`src/gda_pkg.sv`:
```
// Shared types, constants and calendar functions for the date-advance block.
// No dependencies; every other file imports this package.
package gda_pkg;

   localparam int unsigned YearWidth  = 14;
   localparam int unsigned MonthWidth = 4;
   localparam int unsigned DayWidth   = 5;
   localparam int unsigned CountWidth = 16;
   localparam int unsigned DoyWidth   = 9;
   localparam int unsigned QuoWidth   = 8;
   localparam int unsigned RemWidth   = 7;

   localparam logic [YearWidth-1:0]  YearMax     = 14'd16383;
   localparam logic [MonthWidth-1:0] MonthJan    = 4'd1;
   localparam logic [MonthWidth-1:0] MonthFeb    = 4'd2;
   localparam logic [MonthWidth-1:0] MonthDec    = 4'd12;
   localparam logic [DayWidth-1:0]   DayFirst    = 5'd1;
   localparam logic [RemWidth-1:0]   CenturyLast = 7'd99;
   localparam logic [RemWidth-1:0]   Century     = 7'd100;

   // floor(y / 100) == (y * DivMult) >> DivShift for every 14-bit year.
   localparam logic [12:0]  DivMult  = 13'd5243;
   localparam int unsigned  DivShift = 19;

   typedef struct packed {
      logic                  load;
      logic                  div;
      logic                  rem;
      logic                  check;
      logic                  step;
      logic                  push;
   } cmd_type;

   typedef struct packed {
      logic n_zero;
      logic n_one;
      logic bad_date;
      logic out_free;
   } status_type;

   typedef struct packed {
      logic [YearWidth-1:0]  start_year;
      logic [MonthWidth-1:0] start_month;
      logic [DayWidth-1:0]   start_day;
      logic [CountWidth-1:0] days_to_add;
   } req_type;

   typedef struct packed {
      logic [DoyWidth-1:0]   day_of_year;
      logic [YearWidth-1:0]  end_year;
      logic [MonthWidth-1:0] end_month;
      logic [DayWidth-1:0]   end_day;
      logic                  bad_date;
   } rsp_type;

   // Length of a month; zero for a code that is not a month.
   function automatic logic [DayWidth-1:0] month_len(input logic [MonthWidth-1:0] m,
                                                     input logic leap);
      case (m)
         4'd1, 4'd3, 4'd5, 4'd7, 4'd8, 4'd10, 4'd12: month_len = 5'd31;
         4'd4, 4'd6, 4'd9, 4'd11:                    month_len = 5'd30;
         4'd2:                                       month_len = leap ? 5'd29 : 5'd28;
         default:                                    month_len = 5'd0;
      endcase
   endfunction

   // Days in a common year before the first of the month.
   function automatic logic [DoyWidth-1:0] days_before(input logic [MonthWidth-1:0] m);
      case (m)
         4'd2:    days_before = 9'd31;
         4'd3:    days_before = 9'd59;
         4'd4:    days_before = 9'd90;
         4'd5:    days_before = 9'd120;
         4'd6:    days_before = 9'd151;
         4'd7:    days_before = 9'd181;
         4'd8:    days_before = 9'd212;
         4'd9:    days_before = 9'd243;
         4'd10:   days_before = 9'd273;
         4'd11:   days_before = 9'd304;
         4'd12:   days_before = 9'd334;
         default: days_before = 9'd0;
      endcase
   endfunction

endpackage

```
`src/gda_if.sv`:
```
// Valid/ready channel interfaces for the request and response beats.
// Depends on gda_pkg for field widths.
interface gda_req_if import gda_pkg::*; ();
   logic                  valid;
   logic                  ready;
   logic [YearWidth-1:0]  start_year;
   logic [MonthWidth-1:0] start_month;
   logic [DayWidth-1:0]   start_day;
   logic [CountWidth-1:0] days_to_add;

   modport source (output valid, start_year, start_month, start_day, days_to_add,
                   input ready);
   modport sink   (input valid, start_year, start_month, start_day, days_to_add,
                   output ready);
endinterface

interface gda_rsp_if import gda_pkg::*; ();
   logic                  valid;
   logic                  ready;
   logic [DoyWidth-1:0]   day_of_year;
   logic [YearWidth-1:0]  end_year;
   logic [MonthWidth-1:0] end_month;
   logic [DayWidth-1:0]   end_day;
   logic                  bad_date;

   modport source (output valid, day_of_year, end_year, end_month, end_day, bad_date,
                   input ready);
   modport sink   (input valid, day_of_year, end_year, end_month, end_day, bad_date,
                   output ready);
endinterface

```
`src/gda_ctrl.sv`:
```
// Sequencer for the date-advance block: load, year split, check, day steps, push.
// Depends on gda_pkg for the command and status structs.
module gda_ctrl import gda_pkg::*; (
   input  logic       clock,
   input  logic       reset,
   input  logic       req_valid,
   output logic       req_ready,
   input  status_type status,
   output cmd_type    cmd
);

   typedef enum logic [2:0] {
      ST_IDLE,
      ST_DIV,
      ST_REM,
      ST_CHECK,
      ST_STEP,
      ST_FINISH
   } state_type;

   state_type state_ff, state_in;

   always_comb begin
      state_in = state_ff;
      case (state_ff)
         ST_IDLE:   if (req_valid) state_in = ST_DIV;
         ST_DIV:    state_in = ST_REM;
         ST_REM:    state_in = ST_CHECK;
         ST_CHECK: begin
            if (status.bad_date || status.n_zero) state_in = ST_FINISH;
            else                                  state_in = ST_STEP;
         end
         ST_STEP:   if (status.n_one) state_in = ST_FINISH;
         ST_FINISH: if (status.out_free) state_in = ST_IDLE;
         default:   state_in = ST_IDLE;
      endcase
   end

   always_ff @(posedge clock) begin
      if (reset) state_ff <= ST_IDLE;
      else       state_ff <= state_in;
   end

   assign req_ready = (state_ff == ST_IDLE);

   always_comb begin
      cmd       = '0;
      cmd.load  = (state_ff == ST_IDLE) && req_valid;
      cmd.div   = (state_ff == ST_DIV);
      cmd.rem   = (state_ff == ST_REM);
      cmd.check = (state_ff == ST_CHECK);
      cmd.step  = (state_ff == ST_STEP);
      cmd.push  = (state_ff == ST_FINISH) && status.out_free;
   end

`ifndef ASSERT_OFF
   a_cmd_onehot: assert property (@(posedge clock) disable iff (reset)
      $onehot0(cmd))
      else $error("more than one datapath command at once");
   a_step_count: assert property (@(posedge clock) disable iff (reset)
      cmd.step |-> !status.n_zero)
      else $error("day step issued with no days left");
`endif

endmodule

```
`src/gda_dpath.sv`:
```
// Datapath of the date-advance block: date registers, century counters for the
// leap rule, day-of-year adder and the response register. Depends on gda_pkg.
module gda_dpath import gda_pkg::*; (
   input  logic       clock,
   input  logic       reset,
   input  cmd_type    cmd,
   input  req_type    req,
   output status_type status,
   output logic       rsp_valid,
   input  logic       rsp_ready,
   output rsp_type    rsp
);

   logic [YearWidth-1:0]  year_ff;
   logic [MonthWidth-1:0] month_ff;
   logic [DayWidth-1:0]   day_ff;
   logic [CountWidth-1:0] count_ff;
   logic [QuoWidth-1:0]   quo_ff;
   logic [RemWidth-1:0]   rem_ff;
   logic [DoyWidth-1:0]   doy_ff;
   logic                  bad_ff;
   logic                  out_valid_ff;
   rsp_type               out_ff;

   logic [26:0]           prod;
   logic [YearWidth-1:0]  hundreds;
   logic                  leap;
   logic [DayWidth-1:0]   cur_len;
   logic                  bad_now;
   logic [DoyWidth-1:0]   doy_now;

   assign prod     = {13'd0, year_ff} * {14'd0, DivMult};
   assign hundreds = YearWidth'({6'd0, quo_ff} * {7'd0, Century});

   // Year divisible by 4, and not a century unless the century count is too.
   assign leap    = (year_ff[1:0] == 2'd0) && ((rem_ff != '0) || (quo_ff[1:0] == 2'd0));
   assign cur_len = month_len(month_ff, leap);
   assign bad_now = (day_ff == '0) || (day_ff > cur_len);
   assign doy_now = days_before(month_ff)
                  + {8'd0, leap && (month_ff > MonthFeb)}
                  + {4'd0, day_ff};

   always_ff @(posedge clock) begin
      if (cmd.load) begin
         year_ff  <= req.start_year;
         month_ff <= req.start_month;
         day_ff   <= req.start_day;
         count_ff <= req.days_to_add;
      end
      if (cmd.div) quo_ff <= prod[DivShift +: QuoWidth];
      if (cmd.rem) rem_ff <= RemWidth'(year_ff - hundreds);
      if (cmd.check) begin
         bad_ff <= bad_now;
         doy_ff <= bad_now ? '0 : doy_now;
      end
      if (cmd.step) begin
         count_ff <= count_ff - 1'b1;
         if (day_ff >= cur_len) begin
            day_ff <= DayFirst;
            if (month_ff == MonthDec) begin
               month_ff <= MonthJan;
               // The century counters follow the year so the leap rule needs no divide.
               if (year_ff == YearMax) begin
                  year_ff <= '0;
                  rem_ff  <= '0;
                  quo_ff  <= '0;
               end else begin
                  year_ff <= year_ff + 1'b1;
                  if (rem_ff == CenturyLast) begin
                     rem_ff <= '0;
                     quo_ff <= quo_ff + 1'b1;
                  end else begin
                     rem_ff <= rem_ff + 1'b1;
                  end
               end
            end else begin
               month_ff <= month_ff + 1'b1;
            end
         end else begin
            day_ff <= day_ff + 1'b1;
         end
      end
      if (cmd.push) begin
         out_ff.day_of_year <= doy_ff;
         out_ff.end_year    <= year_ff;
         out_ff.end_month   <= month_ff;
         out_ff.end_day     <= day_ff;
         out_ff.bad_date    <= bad_ff;
      end
   end

   always_ff @(posedge clock) begin
      if (reset)         out_valid_ff <= 1'b0;
      else if (cmd.push) out_valid_ff <= 1'b1;
      else if (rsp_ready) out_valid_ff <= 1'b0;
   end

   assign rsp_valid       = out_valid_ff;
   assign rsp             = out_ff;
   assign status.n_zero   = (count_ff == '0);
   assign status.n_one    = (count_ff == CountWidth'(1));
   assign status.bad_date = bad_now;
   assign status.out_free = !out_valid_ff || rsp_ready;

`ifndef ASSERT_OFF
   a_rem_range: assert property (@(posedge clock) disable iff (reset)
      cmd.step |-> (rem_ff < Century))
      else $error("century remainder out of range while stepping");
   a_good_date: assert property (@(posedge clock) disable iff (reset)
      (rsp_valid && !rsp.bad_date) |->
         (rsp.end_day != '0 && rsp.end_month != '0 && rsp.end_month <= MonthDec))
      else $error("valid response carries an impossible date");
`endif

endmodule

```
`src/gregorian_date_add_days.sv`:
```
// Usage
//   Request beat (req_chan): start_year, start_month, start_day, days_to_add.
//   Response beat (rsp_chan): day_of_year, end_year, end_month, end_day, bad_date.
//   Both channels move a beat when valid and ready are high at a rising edge.
// Timing
//   One request is in work at a time. An accepted request goes through the
//   year split (divide, then remainder), the date check and the day steps,
//   then its response is pushed; the steps are skipped when days_to_add is
//   zero or the date is bad. The day-stepping sequencer advances one calendar
//   day per cycle.
//   The response sits in an output register; the next request is accepted in
//   the cycle after the previous result has moved into it.
// Stall
//   If the receiver holds rsp_chan.ready low, the response holds steady; a
//   second finished result waits in the sequencer until the register frees.
// Reset
//   Synchronous, active high: the sequencer returns to idle and no response is
//   valid. The block is ready for a request in the first cycle after reset.
// Depends on gda_pkg, gda_if, gda_ctrl and gda_dpath.
module gregorian_date_add_days import gda_pkg::*; (
   input  logic      clock,
   input  logic      reset,
   gda_req_if.sink   req_chan,
   gda_rsp_if.source rsp_chan
);

   cmd_type    cmd;
   status_type status;
   req_type    req_data;
   rsp_type    rsp_data;
   logic       rsp_valid;

   assign req_data.start_year  = req_chan.start_year;
   assign req_data.start_month = req_chan.start_month;
   assign req_data.start_day   = req_chan.start_day;
   assign req_data.days_to_add = req_chan.days_to_add;

   gda_ctrl u_ctrl (
      .clock     (clock),
      .reset     (reset),
      .req_valid (req_chan.valid),
      .req_ready (req_chan.ready),
      .status    (status),
      .cmd       (cmd)
   );

   gda_dpath u_dpath (
      .clock     (clock),
      .reset     (reset),
      .cmd       (cmd),
      .req       (req_data),
      .status    (status),
      .rsp_valid (rsp_valid),
      .rsp_ready (rsp_chan.ready),
      .rsp       (rsp_data)
   );

   assign rsp_chan.valid       = rsp_valid;
   assign rsp_chan.day_of_year = rsp_data.day_of_year;
   assign rsp_chan.end_year    = rsp_data.end_year;
   assign rsp_chan.end_month   = rsp_data.end_month;
   assign rsp_chan.end_day     = rsp_data.end_day;
   assign rsp_chan.bad_date    = rsp_data.bad_date;

endmodule

```
`src/flat_wrapper.sv`:
```
// flat-port wrapper written by rule: the top's interface ports become plain ports
module gregorian_date_add_days_flat import gda_pkg::*;
  (clock, reset, req_chan_valid, req_chan_start_year, req_chan_start_month, req_chan_start_day, req_chan_days_to_add, req_chan_ready, rsp_chan_valid, rsp_chan_day_of_year, rsp_chan_end_year, rsp_chan_end_month, rsp_chan_end_day, rsp_chan_bad_date, rsp_chan_ready);
  gda_req_if req_chan_i ();
  gda_rsp_if rsp_chan_i ();
  input  logic clock;
  input  logic reset;
  input wire logic [$bits(req_chan_i.valid)-1:0] req_chan_valid;
  input wire logic [$bits(req_chan_i.start_year)-1:0] req_chan_start_year;
  input wire logic [$bits(req_chan_i.start_month)-1:0] req_chan_start_month;
  input wire logic [$bits(req_chan_i.start_day)-1:0] req_chan_start_day;
  input wire logic [$bits(req_chan_i.days_to_add)-1:0] req_chan_days_to_add;
  output wire logic [$bits(req_chan_i.ready)-1:0] req_chan_ready;
  output wire logic [$bits(rsp_chan_i.valid)-1:0] rsp_chan_valid;
  output wire logic [$bits(rsp_chan_i.day_of_year)-1:0] rsp_chan_day_of_year;
  output wire logic [$bits(rsp_chan_i.end_year)-1:0] rsp_chan_end_year;
  output wire logic [$bits(rsp_chan_i.end_month)-1:0] rsp_chan_end_month;
  output wire logic [$bits(rsp_chan_i.end_day)-1:0] rsp_chan_end_day;
  output wire logic [$bits(rsp_chan_i.bad_date)-1:0] rsp_chan_bad_date;
  input wire logic [$bits(rsp_chan_i.ready)-1:0] rsp_chan_ready;
  assign req_chan_i.valid = req_chan_valid;
  assign req_chan_i.start_year = req_chan_start_year;
  assign req_chan_i.start_month = req_chan_start_month;
  assign req_chan_i.start_day = req_chan_start_day;
  assign req_chan_i.days_to_add = req_chan_days_to_add;
  assign req_chan_ready = req_chan_i.ready;
  assign rsp_chan_valid = rsp_chan_i.valid;
  assign rsp_chan_day_of_year = rsp_chan_i.day_of_year;
  assign rsp_chan_end_year = rsp_chan_i.end_year;
  assign rsp_chan_end_month = rsp_chan_i.end_month;
  assign rsp_chan_end_day = rsp_chan_i.end_day;
  assign rsp_chan_bad_date = rsp_chan_i.bad_date;
  assign rsp_chan_i.ready = rsp_chan_ready;
  gregorian_date_add_days u_core (.clock(clock), .reset(reset), .req_chan(req_chan_i), .rsp_chan(rsp_chan_i));
endmodule
```
`config.mk`:
```
export PLATFORM = sky130hd
export DESIGN_NAME = gregorian_date_add_days_flat
export DESIGN_NICKNAME = d
export VERILOG_FILES = /design/src/gda_pkg.sv /design/src/gda_if.sv /design/src/gda_ctrl.sv /design/src/gda_dpath.sv /design/src/gregorian_date_add_days.sv /design/src/flat_wrapper.sv
export SDC_FILE = /design/constraint.sdc
export NUM_CORES = 1
export LEC_CHECK = 0
export BUFFER_PORTS_ARGS = -buffer_cell sky130_fd_sc_hd__clkbuf_2
export CAP_MARGIN = 20
export CELL_PAD_IN_SITES_DETAIL_PLACEMENT = 1
export CELL_PAD_IN_SITES_GLOBAL_PLACEMENT = 1
export CORE_UTILIZATION = 44
export CTS_BUF_LIST = sky130_fd_sc_hd__clkbuf_4 sky130_fd_sc_hd__clkbuf_8 sky130_fd_sc_hd__clkbuf_16
export DETAILED_ROUTE_END_ITERATION = 7
export PLACE_DENSITY_LB_ADDON = 0.05
export REMOVE_ABC_BUFFERS = 1
export SYNTH_ARGS = -nofsm -noshare
export SYNTH_HDL_FRONTEND = slang
export SYNTH_SLANG_ARGS = --single-unit
```
`constraint.sdc`:
```
create_clock -name clock -period 5.12 [get_ports clock]
set_input_delay 0.256 -clock clock [delete_from_list [all_inputs] [get_ports clock]]
set_output_delay 0.256 -clock clock [all_outputs]
set_load 0.01 [all_outputs]
```
After elaboration in Yosys (flattened, before gate mapping)
Memory sizes are Yosys's and may differ from the RTL's. A register that Yosys moved wholly into a read port is not among the register bits.
Cells that the tools add are included.
{"block": "word_totals", "n_memories": 1, "inputBits": 43, "wordCells": 108, "romBits": 144, "out_inout_bits": 35, "reg_bits": 101}
{"name": "(no name shown)", "depth": 16, "word_bits": 9, "read_ports": 1, "rd_clocked_by_memory_dff": 1, "wr": 0, "line_no": "gda_pkg.sv:69", "rtl": "case (m)"}
{"block": "op_classes", "n_mux": 35, "mul": 2, "order_cmp": 3, "eq_ne": 23, "add_sub_neg": 9, "n_reduce_logical": 20}
{"operator": "14-bit 2-to-1 mux", "count": 5}
{"operator": "8-bit 2-to-1 mux", "count": 6}
{"operator": "7-bit 2-to-1 mux", "count": 6}
{"operator": "16-bit 2-to-1 mux", "count": 2}
{"operator": "14-bit by 13-bit multiplier with 27-bit output (second input constant)", "count": 1}
{"operator": "4-bit == test (second input constant)", "count": 5}
{"operator": "3-bit one-hot mux with 6 select lines", "count": 1}
{"operator": "16-bit by 1-bit == test with 1-bit output (second input constant)", "count": 1}
{"operator": "4-bit by 3-bit == test with 1-bit output (second input constant)", "count": 4}
{"operator": "16-bit zero test", "count": 1}
{"operator": "4-bit 2-to-1 mux", "count": 4}
{"operator": "16-bit by 1-bit subtractor with 16-bit output (second input constant)", "count": 1}
{"operator": "5-bit 2-to-1 mux", "count": 3}
{"operator": "5-bit one-hot mux with 3 select lines", "count": 1}
{"operator": "14-bit by 1-bit adder with 14-bit output (second input constant)", "count": 1}
{"operator": "14-bit == test (second input constant)", "count": 1}
{"operator": "9-bit by 1-bit adder with 9-bit output", "count": 1}
{"operator": "9-bit by 5-bit adder with 9-bit output", "count": 1}
{"operator": "3-bit 2-to-1 mux", "count": 3}
{"operator": "8-bit by 1-bit adder with 8-bit output (second input constant)", "count": 1}
{"operator": "4-bit by 2-bit == test with 1-bit output (second input constant)", "count": 2}
{"operator": "8-bit by 5-bit multiplier with 5-bit output (second input constant)", "count": 1}
{"operator": "7-bit by 1-bit adder with 7-bit output (second input constant)", "count": 1}
{"operator": "7-bit == test (second input constant)", "count": 1}
{"operator": "other kinds (23)", "count": 38}

Depth between registers and ports, before layout
Gate-level depths: netlist of run 1.
{"block": "logic_depth", "word_depth": 10, "mapped_depth": 17, "ltp_nobuf": 17}

By module
Synthesis of run 1 repeated with hierarchy kept, for this count alone.
{"block": "unflattened", "cells_unflattened": 870, "hier_area_um2": 8851.0}
{"module": "gda_dpath", "cells_per_inst": 846, "instances": 1, "seq_area_each_um2": 2722.6, "area_per_inst_um2": 8657.1}
{"module": "gda_ctrl", "cells_per_inst": 24, "instances": 1, "seq_area_each_um2": 60.1, "area_per_inst_um2": 193.9}

Worst setup path before layout of run 1
No wires, ideal clock.
{"block": "synth_timing", "kind": "flip-flop to flip-flop", "startpoint": "register u_core.u_dpath.year_ff[11]", "endpoint": "register u_core.u_dpath.quo_ff[4]", "synth_period_minus_slack_ns": 4.561, "arrival_time_ns": 4.465, "path_stages_with_launch": 18, "setup_time_ns": 0.095, "required_ns": 5.025, "path_slack_ns": 0.559, "path_buffers": 0, "cell_sequence": "dfxtp_1 -> fa_1 -> ha_1 -> inv_1 -> fa_1 -> inv_1 -> fa_1 -> inv_1 -> fa_1 -> inv_1 -> ha_1 -> a21o_1 -> a21o_1 -> a21oi_1 -> o211ai_1 -> a31oi_1 -> xnor2_1 -> a221oi_1"}
{"block": "synth_between", "elab_chain_len": 7, "word_cells_on_any_way": 8, "classes_between": "mul: 1; eq/ne: 1; mux: 6"}
{"item": "start, declared", "line_no": "gda_dpath.sv:14", "rtl": "logic [YearWidth-1:0] year_ff;"}
{"item": "start signal, assigned", "line_no": "gda_dpath.sv:45", "rtl": "year_ff <= req.start_year;"}
{"item": "start signal, assigned", "line_no": "gda_dpath.sv:68", "rtl": "year_ff <= year_ff + 1'b1;"}
{"item": "14-bit by 13-bit multiplier with 27-bit output", "line_no": "gda_dpath.sv:32", "rtl": "assign prod = {13'd0, year_ff} * {14'd0, DivMult};"}
{"item": "8-bit 2-to-1 mux", "line_no": "gda_dpath.sv:50", "rtl": "if (cmd.div) quo_ff <= prod[DivShift +: QuoWidth];"}
{"item": "8-bit 2-to-1 mux", "line_no": "gda_dpath.sv:69", "rtl": "if (rem_ff == CenturyLast) begin"}
{"item": "8-bit 2-to-1 mux", "line_no": "gda_dpath.sv:63", "rtl": "if (year_ff == YearMax) begin"}
{"item": "8-bit 2-to-1 mux", "line_no": "gda_dpath.sv:60", "rtl": "if (month_ff == MonthDec) begin"}
{"item": "8-bit 2-to-1 mux", "line_no": "gda_dpath.sv:58", "rtl": "if (day_ff >= cur_len) begin"}
{"item": "8-bit 2-to-1 mux (*)", "line_no": "gda_dpath.sv:56", "rtl": "if (cmd.step) begin"}
{"item": "end signal, assigned", "line_no": "gda_dpath.sv:50"}
{"item": "end signal, assigned", "line_no": "gda_dpath.sv:71", "rtl": "quo_ff <= quo_ff + 1'b1;"}
{"item": "end, declared", "line_no": "gda_dpath.sv:18", "rtl": "logic [QuoWidth-1:0] quo_ff;"}
Mark *: on every way between the ends. The rest lies on a longest branch, timed or not.
A chain may end at the register's enable or synchronous reset.

Worst setup path in the final report of run 1
{"block": "layout_timing", "startpoint": "register u_core.u_dpath.year_ff[9]", "endpoint": "register u_core.u_dpath.quo_ff[4]"}
The elaborated chain is that of the path after synthesis.

==> run_results.csv, run 1 <==
group,metric,value,unit
status,outcome,"finished clean",
logic_synthesis,synth_area_per_cell,10.03,µm²
final_layout,fin_nets,1216,
worst_setup_path,crit_buf_inv,2,
run,timing.max_cap.violations,0,
routing,dr.pass1.iters,4,
timing,fin_worst_skew,0.008536,ns
timing,fin_crit,4.826,ns
logic_synthesis,synth_enable_flop_cells,64,
logic_synthesis,synthArstFlopShare,0,%
placed_design,postPlaceCellArea,0.009682,mm²
final_layout,layout.cells.most_common_list,"sky130_fd_sc_hd__inv_1, sky130_fd_sc_hd__ha_1, sky130_fd_sc_hd__clkbuf_2, sky130_fd_sc_hd__fa_1, sky130_fd_sc_hd__edfxtp_1",
worst_setup_path,cp_slowest_cell,"sky130_fd_sc_hd__dfxtp_1",
worst_setup_path,crit-reg2reg-launch,"u_core.u_dpath.year_ff[9]$_DFF_P_",
final_layout,layout-area-overhead-vs-synth,12.73,%
floorplanning,die_area,0.02078,mm²
timing,rel_slew_slack,31.14,%
worst_setup_path,startpoint_type_of_the_worst_setup_path,"register",
worst_setup_path,critical-path-top-cell-by-count,"sky130_fd_sc_hd__fa_1",
grt,largest_net_degree_at_the_start_of_global_routing,35,
worst_setup_path,path_class,"reg -> reg",
worst_setup_path,cp_top_family,"adder cells",
worst_setup_path,r2r_setup_slack,0.29,ns
worst_setup_path,cp_cell_sequence,"ha_1 > fa_1 > fa_1 > fa_1 > inv_1 > fa_1 > inv_1 > ha_1 > nand4_1 > nor2_1 > a32oi_1 > o211ai_1 > a31oi_1 > xnor2_1 > a221oi_1",
clocking,cts_num_sinks,107,
timing,fmax,0.2072,GHz
timing,grt_setup_unrepaired,"false",
hold_path,worst_hold_path_type,"in -> reg",
clocking,tritoncts_clock_tree,"built",
grt,grt.busiest_layer,"met2",
routing,vias_per_cell,5.362,
grt,grt_antenna_before_repair,1,
timing,hold_viol,0,
logic_synthesis,synth_simple_gate_area_share,10.86,%
logic_synthesis,syn-cell-area,0.008892,mm²
timing,timing.final.setup_violations,0,
routing,remaining_drc_errors,0,
logic_synthesis,synthXorXnorAreaFrac,3.940,%
routing,detail_route.wirelength,23.18,mm
grt,grt_pass1_wl,37.31,mm
routing,num_vias,6681,
logic_synthesis,synthCells,887,
timing,crit_share_post_route,94.26,%
worst_setup_path,required,5.40,ns
worst_setup_path,path_max_fanout,7,
grt,routing_usage_on_met2,43.86,%
floorplanning,core.rowCount,51,
logic_synthesis,synth_top_flop_cell,"sky130_fd_sc_hd__edfxtp_1",
final_layout,final_layout_size_suffix_gt1_share,12.95,%
logic_synthesis,dominant_combinational_cell_family_by_area_after_synthesis,"adder cells",
logic_synthesis,synth_cell_types,64,
logic_synthesis,synth.area.mux_share,1.379,%
worst_setup_path,critical_path_arrival,5.11,ns
worst_setup_path,regToRegEndpoint,"u_core.u_dpath.quo_ff[4]$_DFF_P_",
floorplanning,effective_utilization_at_floorplan,45.24,%
hold_path,timing.hold.worst.start,"req_chan_start_year[13]",
logic_synthesis,yosys_register_bits,107,
final_layout,design_area,0.01002,mm²
clocking,htreeDepth,3,
clocking,worst_skew_pair.late_latency,0.37,ns
final_layout,number_of_fill_cells_in_the_layout,2283,
logic_synthesis,ys.warnings.count,0,
timing,setup-tns-final,0,ns
logic_synthesis,netlist.area_leader.share,21.61,%
routing,avgRoutedWirePerCell,18.61,µm
grt,use_met1,28.90,%
routing,final_antenna_net_count,0,
clocking,postCtsSetupBuffers,0,
hold_path,whs_endpoint,"u_core.u_dpath.year_ff[13]$_DFF_P_",
clocking,clkSlewWorstSetupHoldPaths,0.09,ns
clocking,cts_max_path_buffers,2,
grt,grt_overflow_total,0,
logic_synthesis,netlist_top_cells_area,"sky130_fd_sc_hd__edfxtp_1, sky130_fd_sc_hd__ha_1, sky130_fd_sc_hd__fa_1",
placed_design,buffer_ports.inserted,77,
timing,report.final.slew_viol_count,0,
floorplanning,core_area,0.01965,mm²
final_layout,antenna-diode-count,0,
routing,drt_first_iter_violations,270,
logic_synthesis,synth_compound_gate_area_share,12.03,%
floorplanning,ios,78,
floorplanning,die_width,144.2,µm
logic_synthesis,seq_area_frac_synth,31.29,%
clocking,cts_buffers,9,
final_layout,mostFrequentLayoutCell,"sky130_fd_sc_hd__inv_1",
placed_design,place.gp.congestion,0.9088,
grt,met3_usage,2.947,%
clocking,clk_root_buffer_cell,"sky130_fd_sc_hd__clkbuf_16",
placed_design,dp_hpwl,18.83,mm
timing,timing_worst_slew_pin_value,1.031,ns
logic_synthesis,cell_type_contributing_the_most_total_cell_area_after_synthesis,"sky130_fd_sc_hd__edfxtp_1",
worst_setup_path,reg2regPathDepth,15,
grt,grt_pass1_vias,7264,
hold_path,hold_path_depth,3,
grt,gr-usage-all-layers,23.74,%
worst_setup_path,endpoint_kind,"register",
logic_synthesis,yosys.area_share.adder,33.21,%
worst_setup_path,timing.critical_path.slowest_cell_delay,0.58,ns
floorplanning,fp.dieH,144.2,µm
-- worst reg2reg max path: cells and delay by family (launching register included) --
kind | cells | cell delay [ns]
AO/OA/AOI/OAI | 4 | 0.84
XOR/XNOR | 1 | 0.15
adder cells (fa/ha/maj) | 6 | 2.77
buffers and inverters | 2 | 0.11
flip-flops | 1 | 0.58
AND/OR/NAND/NOR | 2 | 0.30
-- area by class of cell --
type	instances	area, µm²	area share [%]
clock inverters	7	86.33	0.8612
well taps	265	331.6	3.308
inverters	150	563.0	5.617
clock buffers	9	225.2	2.247
flip-flops and latches	107	2786	27.80
multi-input cells	611	5477	54.63
repair buffers	97	555.5	5.542
-- stage by stage --
step / utilization [%] / setup slack [ns] / hold WS [ns] / cells
2_1_floorplan: - / 0.5594 / 0.3251 / 868
3_3_place_gp: 49.26 / 0.3903 / 0.4057 / 1229
4_1_cts: 50.85 / 0.2366 / 0.08020 / 1245
5_1_grt: 51.01 / 0.04850 / 0.09901 / 1246
6_report: 51.01 / 0.2937 / 0.08984 / 1246
3_5_place_dp: 49.26 / 0.2653 / 0.4098 / 1229
-- how the worst max path moves through the flow --
stage | start | depth (start not counted) | slack (ns) | end
finish | u_core.u_dpath.year_ff[9]$_DFF_P_ | 15 | 0.29 | u_core.u_dpath.quo_ff[4]$_DFF_P_
global route | u_core.u_dpath.year_ff[9]$_DFF_P_ | 15 | 0.05 | u_core.u_dpath.quo_ff[3]$_DFF_P_
CTS | u_core.u_dpath.year_ff[12]$_DFF_P_ | 15 | 0.24 | u_core.u_dpath.quo_ff[4]$_DFF_P_
detailed placement | u_core.u_dpath.year_ff[12]$_DFF_P_ | 15 | 0.27 | u_core.u_dpath.quo_ff[4]$_DFF_P_
global placement | u_core.u_dpath.year_ff[7]$_DFF_P_ | 17 | 0.39 | u_core.u_dpath.quo_ff[4]$_DFF_P_
floorplan | u_core.u_dpath.year_ff[11]$_DFF_P_ | 17 | 0.56 | u_core.u_dpath.quo_ff[4]$_DFF_P_
-- cells in the mapped netlist, types with 8 or more instances --
master and number:
sky130_fd_sc_hd__dfxtp_1 43, sky130_fd_sc_hd__and3_1 8, sky130_fd_sc_hd__nor4_1 8, sky130_fd_sc_hd__nor3_1 11, sky130_fd_sc_hd__o21ai_0 43, sky130_fd_sc_hd__xnor2_1 27
sky130_fd_sc_hd__a21o_1 8, sky130_fd_sc_hd__xor2_1 13, sky130_fd_sc_hd__nor2b_1 8, sky130_fd_sc_hd__o22ai_1 10, sky130_fd_sc_hd__ha_1 132, sky130_fd_sc_hd__nand3_1 24
sky130_fd_sc_hd__nand4_1 8, sky130_fd_sc_hd__nand2_1 62, sky130_fd_sc_hd__nor2_1 39, sky130_fd_sc_hd__fa_1 65, sky130_fd_sc_hd__mux2i_1 10, sky130_fd_sc_hd__clkbuf_1 9
sky130_fd_sc_hd__a21oi_1 42, sky130_fd_sc_hd__inv_1 149, sky130_fd_sc_hd__edfxtp_1 64, sky130_fd_sc_hd__o21ai_1 10
-- flip-flops by register name (all words and copies together) (netlist names), named ones only --
name	count
u_core.u_dpath.rsp	33
u_core.u_ctrl.state_ff	3
u_core.u_dpath.day_ff	5
u_core.u_dpath.doy_ff	9
u_core.u_dpath.year_ff	14
u_core.u_dpath.bad_ff	1
u_core.u_dpath.rem_ff	7
u_core.u_dpath.count_ff	16
u_core.u_dpath.month_ff	4
u_core.u_dpath.rsp_valid	1
u_core.u_dpath.quo_ff	5
-- layer usage --
| metal | vias up | share of wire, % | wire length [µm] |
|---|---|---|---|
| met3 | 23 | 2.4 | 552 |
| met5 | - | 0 | 0 |
| met2 | 93 | 53 | 12230 |
| li1 | 3227 | - | - |
| met1 | 3338 | 43 | 10050 |
| met4 | 0 | 1.5 | 349 |
-- repair_timing --
action                     CTS  global route
resized for setup            0             3
hold buffers                 0             0
setup endpoints to repair    0             2
-- kinds of logic after synthesis --
group                      after synthesis
adders and majority gates              197
and+or+nand+nor                        197
buffers and inverters                  169
AOI/OAI and AO/OA                      165
DFF                                    107
xor gates and xnor gates                40
muxes                                   12
Power of run 1 is left out: the tool's default activity adds up to more than one toggle a clock period on the data nets, which glitch-free logic cannot reach.
==> run 2, diff against run 1 <==
--- a/config.mk
+++ b/config.mk
@@ -5,6 +5,7 @@
 export SDC_FILE = /design/constraint.sdc
 export NUM_CORES = 1
 export LEC_CHECK = 0
+export ABC_AREA = 1
 export BUFFER_PORTS_ARGS = -buffer_cell sky130_fd_sc_hd__clkbuf_2
 export CAP_MARGIN = 20
 export CELL_PAD_IN_SITES_DETAIL_PLACEMENT = 1
==> run_results.csv, run 2 <==
group,metric,value,unit
status,outcome,"finished clean",
logic_synthesis,synth_cell_types,41,
routing,detail_route.wirelength,23.72,mm
timing,hold_viol,0,
final_layout,top_register,"u_core.u_dpath.rsp",
hold_path,whs_endpoint,"u_core.u_dpath.count_ff[9]$_DFFE_PP_",
grt,largest_net_degree_at_the_start_of_global_routing,33,
final_layout,largest_register_ff_count,33,
logic_synthesis,yosys_register_bits,107,
timing,setup-tns-final,0,ns
timing,timing.final.setup_violations,0,
worst_setup_path,path_max_fanout,10,
timing,report.final.slew_viol_count,0,
logic_synthesis,synth_area_per_cell,8.667,µm²
placed_design,place_worst_setup_slack,0.3767,ns
logic_synthesis,synth_most_common_cell,"sky130_fd_sc_hd__nand2_1",
placed_design,place.gp.congestion,0.8544,
logic_synthesis,synthArstFlopShare,0,%
timing,timing_worst_slew_pin_value,1.033,ns
logic_synthesis,yosys.area_share.adder,31.84,%
clocking,tritoncts_clock_tree,"built",
worst_setup_path,r2r_setup_slack,0.41,ns
routing,vias_per_cell,5.012,
routing,num_vias,7172,
clocking,clk_root_buffer_cell,"sky130_fd_sc_hd__clkbuf_16",
final_layout,reg_top3,"u_core.u_dpath.rsp x33, u_core.u_dpath.count_ff x16, u_core.u_dpath.year_ff x14",
worst_setup_path,path_class,"reg -> reg",
grt,grt_pass1_vias,7607,
clocking,htreeDepth,3,
worst_setup_path,required,5.38,ns
run,timing.max_cap.violations,0,
final_layout,layout.area.seq,0.002784,mm²
worst_setup_path,critical_path_arrival,4.97,ns
routing,remaining_drc_errors,0,
floorplanning,core.rowCount,52,
logic_synthesis,synthCells,1070,
logic_synthesis,synth_simple_gate_area_share,17.43,%
timing,crit_share_post_route,91.97,%
floorplanning,effective_utilization_at_floorplan,45.39,%
grt,grt_pass1_wl,39.41,mm
routing,drt_first_iter_violations,263,
logic_synthesis,synth_compound_gate_area_share,7.771,%
final_layout,final-instance-count-excl-fill,1431,
clocking,clkSlewWorstSetupHoldPaths,0.08,ns
routing,dr.pass1.iters,4,
hold_path,worst_hold_path_type,"in -> reg",
final_layout,multi_input_comb_area,0.005643,mm²
worst_setup_path,startpoint_type_of_the_worst_setup_path,"register",
grt,grt_overflow_total,0,
logic_synthesis,syn-cell-area,0.009274,mm²
routing,final_antenna_net_count,0,
floorplanning,die_area,0.02166,mm²
placed_design,buffer_ports.inserted,77,
logic_synthesis,synth_enable_flop_cells,64,
grt,gr-usage-all-layers,23.46,%
logic_synthesis,netlist.area_leader.share,20.72,%
logic_synthesis,dominant_combinational_cell_family_by_area_after_synthesis,"adder cells",
logic_synthesis,seq_area_frac_synth,30.01,%
timing,fin_worst_skew,0.01068,ns
floorplanning,ios,78,
logic_synthesis,synthXorXnorAreaFrac,3.683,%
floorplanning,core_area,0.02043,mm²
final_layout,final_layout_size_suffix_gt1_share,11.63,%
timing,postLayoutSetupSlackWorst,0.4110,ns
routing,avgRoutedWirePerCell,16.58,µm
timing,fmax,0.2124,GHz
clocking,cts_max_path_buffers,2,
final_layout,number_of_fill_cells_in_the_layout,2473,
floorplanning,die_width,147.2,µm
logic_synthesis,ys.warnings.count,0,
logic_synthesis,netlist_top_cells_area,"sky130_fd_sc_hd__edfxtp_1, sky130_fd_sc_hd__ha_1, sky130_fd_sc_hd__fa_1",
floorplanning,fp.dieH,147.2,µm
clocking,cts_num_sinks,107,
clocking,cts_hold_buffers,0,
logic_synthesis,synth_top_flop_cell,"sky130_fd_sc_hd__edfxtp_1",
logic_synthesis,netlist_top_cells_count,"sky130_fd_sc_hd__nand2_1, sky130_fd_sc_hd__inv_1, sky130_fd_sc_hd__ha_1",
final_layout,antenna-diode-count,0,
final_layout,fin_nets,1396,
placed_design,dp_hpwl,19.46,mm
placed_design,placed_cells,1415,
worst_setup_path,endpoint_kind,"register",
hold_path,hold_path_depth,3,
final_layout,layout.cells.most_common_list,"sky130_fd_sc_hd__nand2_1, sky130_fd_sc_hd__inv_1, sky130_fd_sc_hd__ha_1, sky130_fd_sc_hd__clkbuf_2, sky130_fd_sc_hd__nor2_1",
final_layout,mostFrequentLayoutCell,"sky130_fd_sc_hd__nand2_1",
timing,grt_setup_unrepaired,"false",
timing,fin_hold_ws,0.1643,ns
clocking,postCtsSetupBuffers,0,
hold_path,timing.hold.worst.start,"req_chan_days_to_add[9]",
grt,grt_antenna_before_repair,0,
logic_synthesis,synth.area.mux_share,0,%
final_layout,layout-area-overhead-vs-synth,11.60,%
clocking,worst_skew_pair.late_latency,0.36,ns
worst_setup_path,reg2regPathDepth,19,
worst_setup_path,crit-reg2reg-launch,"u_core.u_dpath.year_ff[10]$_DFF_P_",
logic_synthesis,cell_type_contributing_the_most_total_cell_area_after_synthesis,"sky130_fd_sc_hd__edfxtp_1",
timing,fin_crit,4.709,ns
clocking,cts_buffers,9,
worst_setup_path,regToRegEndpoint,"u_core.u_dpath.quo_ff[4]$_DFF_P_",
timing,rel_slew_slack,30.90,%
-- run 2: worst max-delay path by stage --
| stage | end | start | slack [ns] |
|---|---|---|---|
| detailed placement | u_core.u_dpath.quo_ff[3]$_DFF_P_ | u_core.u_dpath.year_ff[5]$_DFF_P_ | 0.38 |
| floorplan | u_core.u_dpath.quo_ff[4]$_DFF_P_ | u_core.u_dpath.year_ff[11]$_DFF_P_ | 0.73 |
| finish | u_core.u_dpath.quo_ff[4]$_DFF_P_ | u_core.u_dpath.year_ff[10]$_DFF_P_ | 0.41 |
| CTS | u_core.u_dpath.quo_ff[3]$_DFF_P_ | u_core.u_dpath.year_ff[5]$_DFF_P_ | 0.35 |
| global route | u_core.u_dpath.quo_ff[4]$_DFF_P_ | u_core.u_dpath.year_ff[10]$_DFF_P_ | 0.06 |
| global placement | u_core.u_dpath.quo_ff[3]$_DFF_P_ | u_core.u_dpath.year_ff[5]$_DFF_P_ | 0.44 |
-- run 2: timing repair --
| item | CTS | global route |
|---|---|---|
| endpoints found under the hold margin | 0 | 0 |
| endpoints found under the setup margin | 0 | 1 |
| resized for setup | 0 | 1 |
-- run 2: critical path, cell delays in order, from the launching register on --
cell	delay, ns
sky130_fd_sc_hd__dfxtp_1	0.63
sky130_fd_sc_hd__fa_1	0.51
sky130_fd_sc_hd__ha_1	0.29
sky130_fd_sc_hd__inv_1	0.04
sky130_fd_sc_hd__fa_1	0.48
sky130_fd_sc_hd__inv_1	0.06
sky130_fd_sc_hd__fa_1	0.54
sky130_fd_sc_hd__inv_1	0.06
sky130_fd_sc_hd__fa_1	0.54
sky130_fd_sc_hd__inv_1	0.04
sky130_fd_sc_hd__ha_1	0.32
sky130_fd_sc_hd__nand2_1	0.11
sky130_fd_sc_hd__nor2_1	0.21
sky130_fd_sc_hd__nand2_1	0.11
sky130_fd_sc_hd__nor3_1	0.23
sky130_fd_sc_hd__nand3_1	0.14
sky130_fd_sc_hd__nand4_1	0.11
sky130_fd_sc_hd__nand3_1	0.07
sky130_fd_sc_hd__nand2_1	0.09
sky130_fd_sc_hd__nand2_1	0.04
-- run 2: cell type report --
cell class                      count  share of cell area [%]
Multi-Input combinational cell    736                   54.52
Sequential cell                   107                   26.90
Inverter                          215                   7.822
Timing Repair Buffer               87                   4.449
Tap cell                          270                   3.264
Clock buffer                       10                   2.418
Clock inverter                      6                  0.6286
-- run 2: stage by stage --
step	instance area, µm²	utilization, %
3_3_place_gp	10030	49.11
4_1_cts	10350	50.66
3_5_place_dp	10030	49.11
5_1_grt	10350	50.66
6_report	10350	50.66
2_1_floorplan	9224	-
-- run 2: routing by layer --
metal  up-vias  routed length [µm]  track usage (%)
met5         -                   0                0
met4         0                 179            3.969
met3        13                1070            4.876
met2       107               10700            37.10
met1      3466               11770            33.41
li1       3586                   -                -
-- run 2: cells by family after synthesis --
family / Yosys count
DFF: 107
xor gates and xnor gates: 39
buffers and inverters: 227
and+or+nand+nor: 370
adders and majority gates: 197
AOI/OAI and AO/OA: 130
Power of run 2 is left out for the same reason.
==> run 3, diff against run 2 <==
--- a/config.mk
+++ b/config.mk
@@ -13,7 +13,7 @@
 export CORE_UTILIZATION = 44
 export CTS_BUF_LIST = sky130_fd_sc_hd__clkbuf_4 sky130_fd_sc_hd__clkbuf_8 sky130_fd_sc_hd__clkbuf_16
 export DETAILED_ROUTE_END_ITERATION = 7
-export PLACE_DENSITY_LB_ADDON = 0.05
+export PLACE_DENSITY_LB_ADDON = 0.1
 export REMOVE_ABC_BUFFERS = 1
 export SYNTH_ARGS = -nofsm -noshare
 export SYNTH_HDL_FRONTEND = slang
==> constraint.sdc (replaced) <==
create_clock -name clock -period 4.4 [get_ports clock]
set_input_delay 0.22 -clock clock [delete_from_list [all_inputs] [get_ports clock]]
set_output_delay 0.22 -clock clock [all_outputs]
set_load 0.01 [all_outputs]
==> run_results.csv, run 3 (synthesis results as in run 2) <==
group,metric,value,unit
clocking,worst_skew_pair.late_latency,0.36,ns
routing,wl_met2,11.63,mm
timing,report.final.slew_viol_count,0,
clocking,cts_buffers,9,
timing,grt_setup_unrepaired,"true",
final_layout,final_layout_size_suffix_gt1_share,17.36,%
floorplanning,die_width,147.2,µm
floorplanning,core.rowCount,52,
clocking,cts_max_path_buffers,2,
timing,rel_slew_slack,32.16,%
worst_setup_path,required,4.67,ns
placed_design,dp_hpwl,20.20,mm
timing,hold_viol,0,
placed_design,buffer_ports.inserted,77,
timing,fin_crit,4.251,ns
final_layout,finalCoreUtilization,52.58,%
final_layout,layout.cells.most_common_list,"sky130_fd_sc_hd__inv_1, sky130_fd_sc_hd__nand2_1, sky130_fd_sc_hd__ha_1, sky130_fd_sc_hd__clkbuf_2, sky130_fd_sc_hd__edfxtp_1",
status,outcome,"finished clean",
worst_setup_path,endpoint_kind,"register",
grt,grt_overflow_total,0,
routing,num_vias,7388,
run,timing.max_cap.violations,0,
routing,dr.pass1.iters,5,
clocking,cts_num_sinks,107,
worst_setup_path,critical_path_arrival,4.52,ns
routing,avgRoutedWirePerCell,16.83,µm
final_layout,largest_register_ff_count,33,
clocking,htreeDepth,3,
routing,maxUsedRoutingLayer,"met4",
routing,detail_route.wirelength,24.42,mm
clocking,tritoncts_clock_tree,"built",
floorplanning,die_area,0.02166,mm²
clocking,clkSlewWorstSetupHoldPaths,0.08,ns
timing,fin_worst_skew,0.01230,ns
floorplanning,ios,78,
final_layout,mostFrequentLayoutCell,"sky130_fd_sc_hd__inv_1",
final_layout,number_of_fill_cells_in_the_layout,2452,
floorplanning,fp.dieH,147.2,µm
final_layout,layout.area.seq,0.002810,mm²
routing,remaining_drc_errors,0,
placed_design,place.gp.congestion,0.8629,
timing,fmax,0.2352,GHz
timing,timing.final.setup_violations,0,
routing,vias_per_cell,5.092,
floorplanning,effective_utilization_at_floorplan,45.39,%
timing,crit_share_post_route,96.62,%
final_layout,fin_nets,1416,
clocking,cts_hold_buffers,0,
final_layout,antenna-diode-count,0,
worst_setup_path,path_class,"reg -> reg",
grt,grt_pass1_wl,39.54,mm
worst_setup_path,startpoint_type_of_the_worst_setup_path,"register",
clocking,clk_root_buffer_cell,"sky130_fd_sc_hd__clkbuf_16",
routing,wl_met1,11.89,mm
routing,final_antenna_net_count,0,
grt,largest_net_degree_at_the_start_of_global_routing,33,
worst_setup_path,path_max_fanout,6,
hold_path,worst_hold_path_type,"in -> reg",
final_layout,multi_input_comb_area,0.005871,mm²
timing,timing_worst_slew_pin_value,1.014,ns
final_layout,top_register,"u_core.u_dpath.rsp",
routing,wl_met3,689,µm
grt,grt_pass1_vias,7696,
final_layout,reg_top3,"u_core.u_dpath.rsp x33, u_core.u_dpath.count_ff x16, u_core.u_dpath.year_ff x14",
routing,drt_first_iter_violations,249,
floorplanning,core_area,0.02043,mm²
grt,gr-usage-all-layers,23.58,%
final_layout,layout-area-overhead-vs-synth,15.84,%
grt,grt_antenna_before_repair,0,
run 3: cell types whose count changed in the layout (fill, tap and decap cells not counted), sizes merged:
cell	change
clkinv	-1
clkbuf	+2
inv	-2
buf	+19
clkinvlp	+2
run 3: timing repair:
item	in CTS	in global routing
buffers inserted	0	1
endpoints found under the setup margin	4	5
resized for setup	2	63
pin swaps	0	26
run 3: final timing paths:
| kind | cells past startpoint | slack (ns) | endpoint | from |
|---|---|---|---|---|
| setup / recovery | 19 | 0.15 | u_core.u_dpath.quo_ff[2]$_DFF_P_ | u_core.u_dpath.year_ff[7]$_DFF_P_ |
| hold / removal | 3 | 0.15 | u_core.u_dpath.count_ff[9]$_DFFE_PP_ | req_chan_days_to_add[9] |
| setup reg to reg | 19 | 0.15 | u_core.u_dpath.quo_ff[2]$_DFF_P_ | u_core.u_dpath.year_ff[7]$_DFF_P_ |
| hold reg to reg | 0 | 0.42 | u_core.u_dpath.rsp[26]$_DFFE_PP_ | u_core.u_dpath.doy_ff[2]$_SDFFCE_PN0P_ |
run 3: area by class of cell:
type / count / share of cell area [%]
clock buffer: 11 / 2.294
sequential: 107 / 26.16
inverter: 215 / 7.536
multi-input combinational: 736 / 54.65
clock inverter: 5 / 0.4309
timing repair buffer: 107 / 5.788
tap: 270 / 3.145
run 3: critical path, cell delays in order (launching register included):
cell                      delay, ns
sky130_fd_sc_hd__dfxtp_2       0.35
sky130_fd_sc_hd__buf_4         0.17
sky130_fd_sc_hd__ha_1          0.32
sky130_fd_sc_hd__fa_1          0.57
sky130_fd_sc_hd__fa_1          0.46
sky130_fd_sc_hd__ha_1          0.30
sky130_fd_sc_hd__inv_1         0.06
sky130_fd_sc_hd__fa_1          0.55
sky130_fd_sc_hd__inv_1         0.05
sky130_fd_sc_hd__ha_1          0.31
sky130_fd_sc_hd__buf_4         0.13
sky130_fd_sc_hd__nand2_1       0.08
sky130_fd_sc_hd__o21ai_0       0.29
sky130_fd_sc_hd__nand2_1       0.09
sky130_fd_sc_hd__nand2_1       0.07
sky130_fd_sc_hd__nand2_1       0.06
sky130_fd_sc_hd__nand4_1       0.09
sky130_fd_sc_hd__nand3_1       0.08
sky130_fd_sc_hd__nand2_1       0.07
sky130_fd_sc_hd__nand2_1       0.04
run 3: through the flow:
step                      std cells  hold WS [ns]  TNS (ns)  area [µm²]  worst slack (ns)
after floorplan                1058        0.4003         0        9224          0.008796
after global placement         1433        0.4035         0       10160           0.05436
after detailed placement       1433        0.4066   -0.1372       10160          -0.05856
after CTS                      1449        0.1248         0       10460         0.0001741
after global routing           1451        0.1386   -0.1646       10740          -0.06068
final                          1451        0.1461         0       10740            0.1487
run 3: layer usage:
layer | GRT usage (%) | vias to the layer above
li1 | - | 3631
met4 | 4.845 | 0
met3 | 2.795 | 15
met5 | 0 | -
met2 | 38.63 | 108
met1 | 33.47 | 3634
Power of run 3 is left out for the same reason.
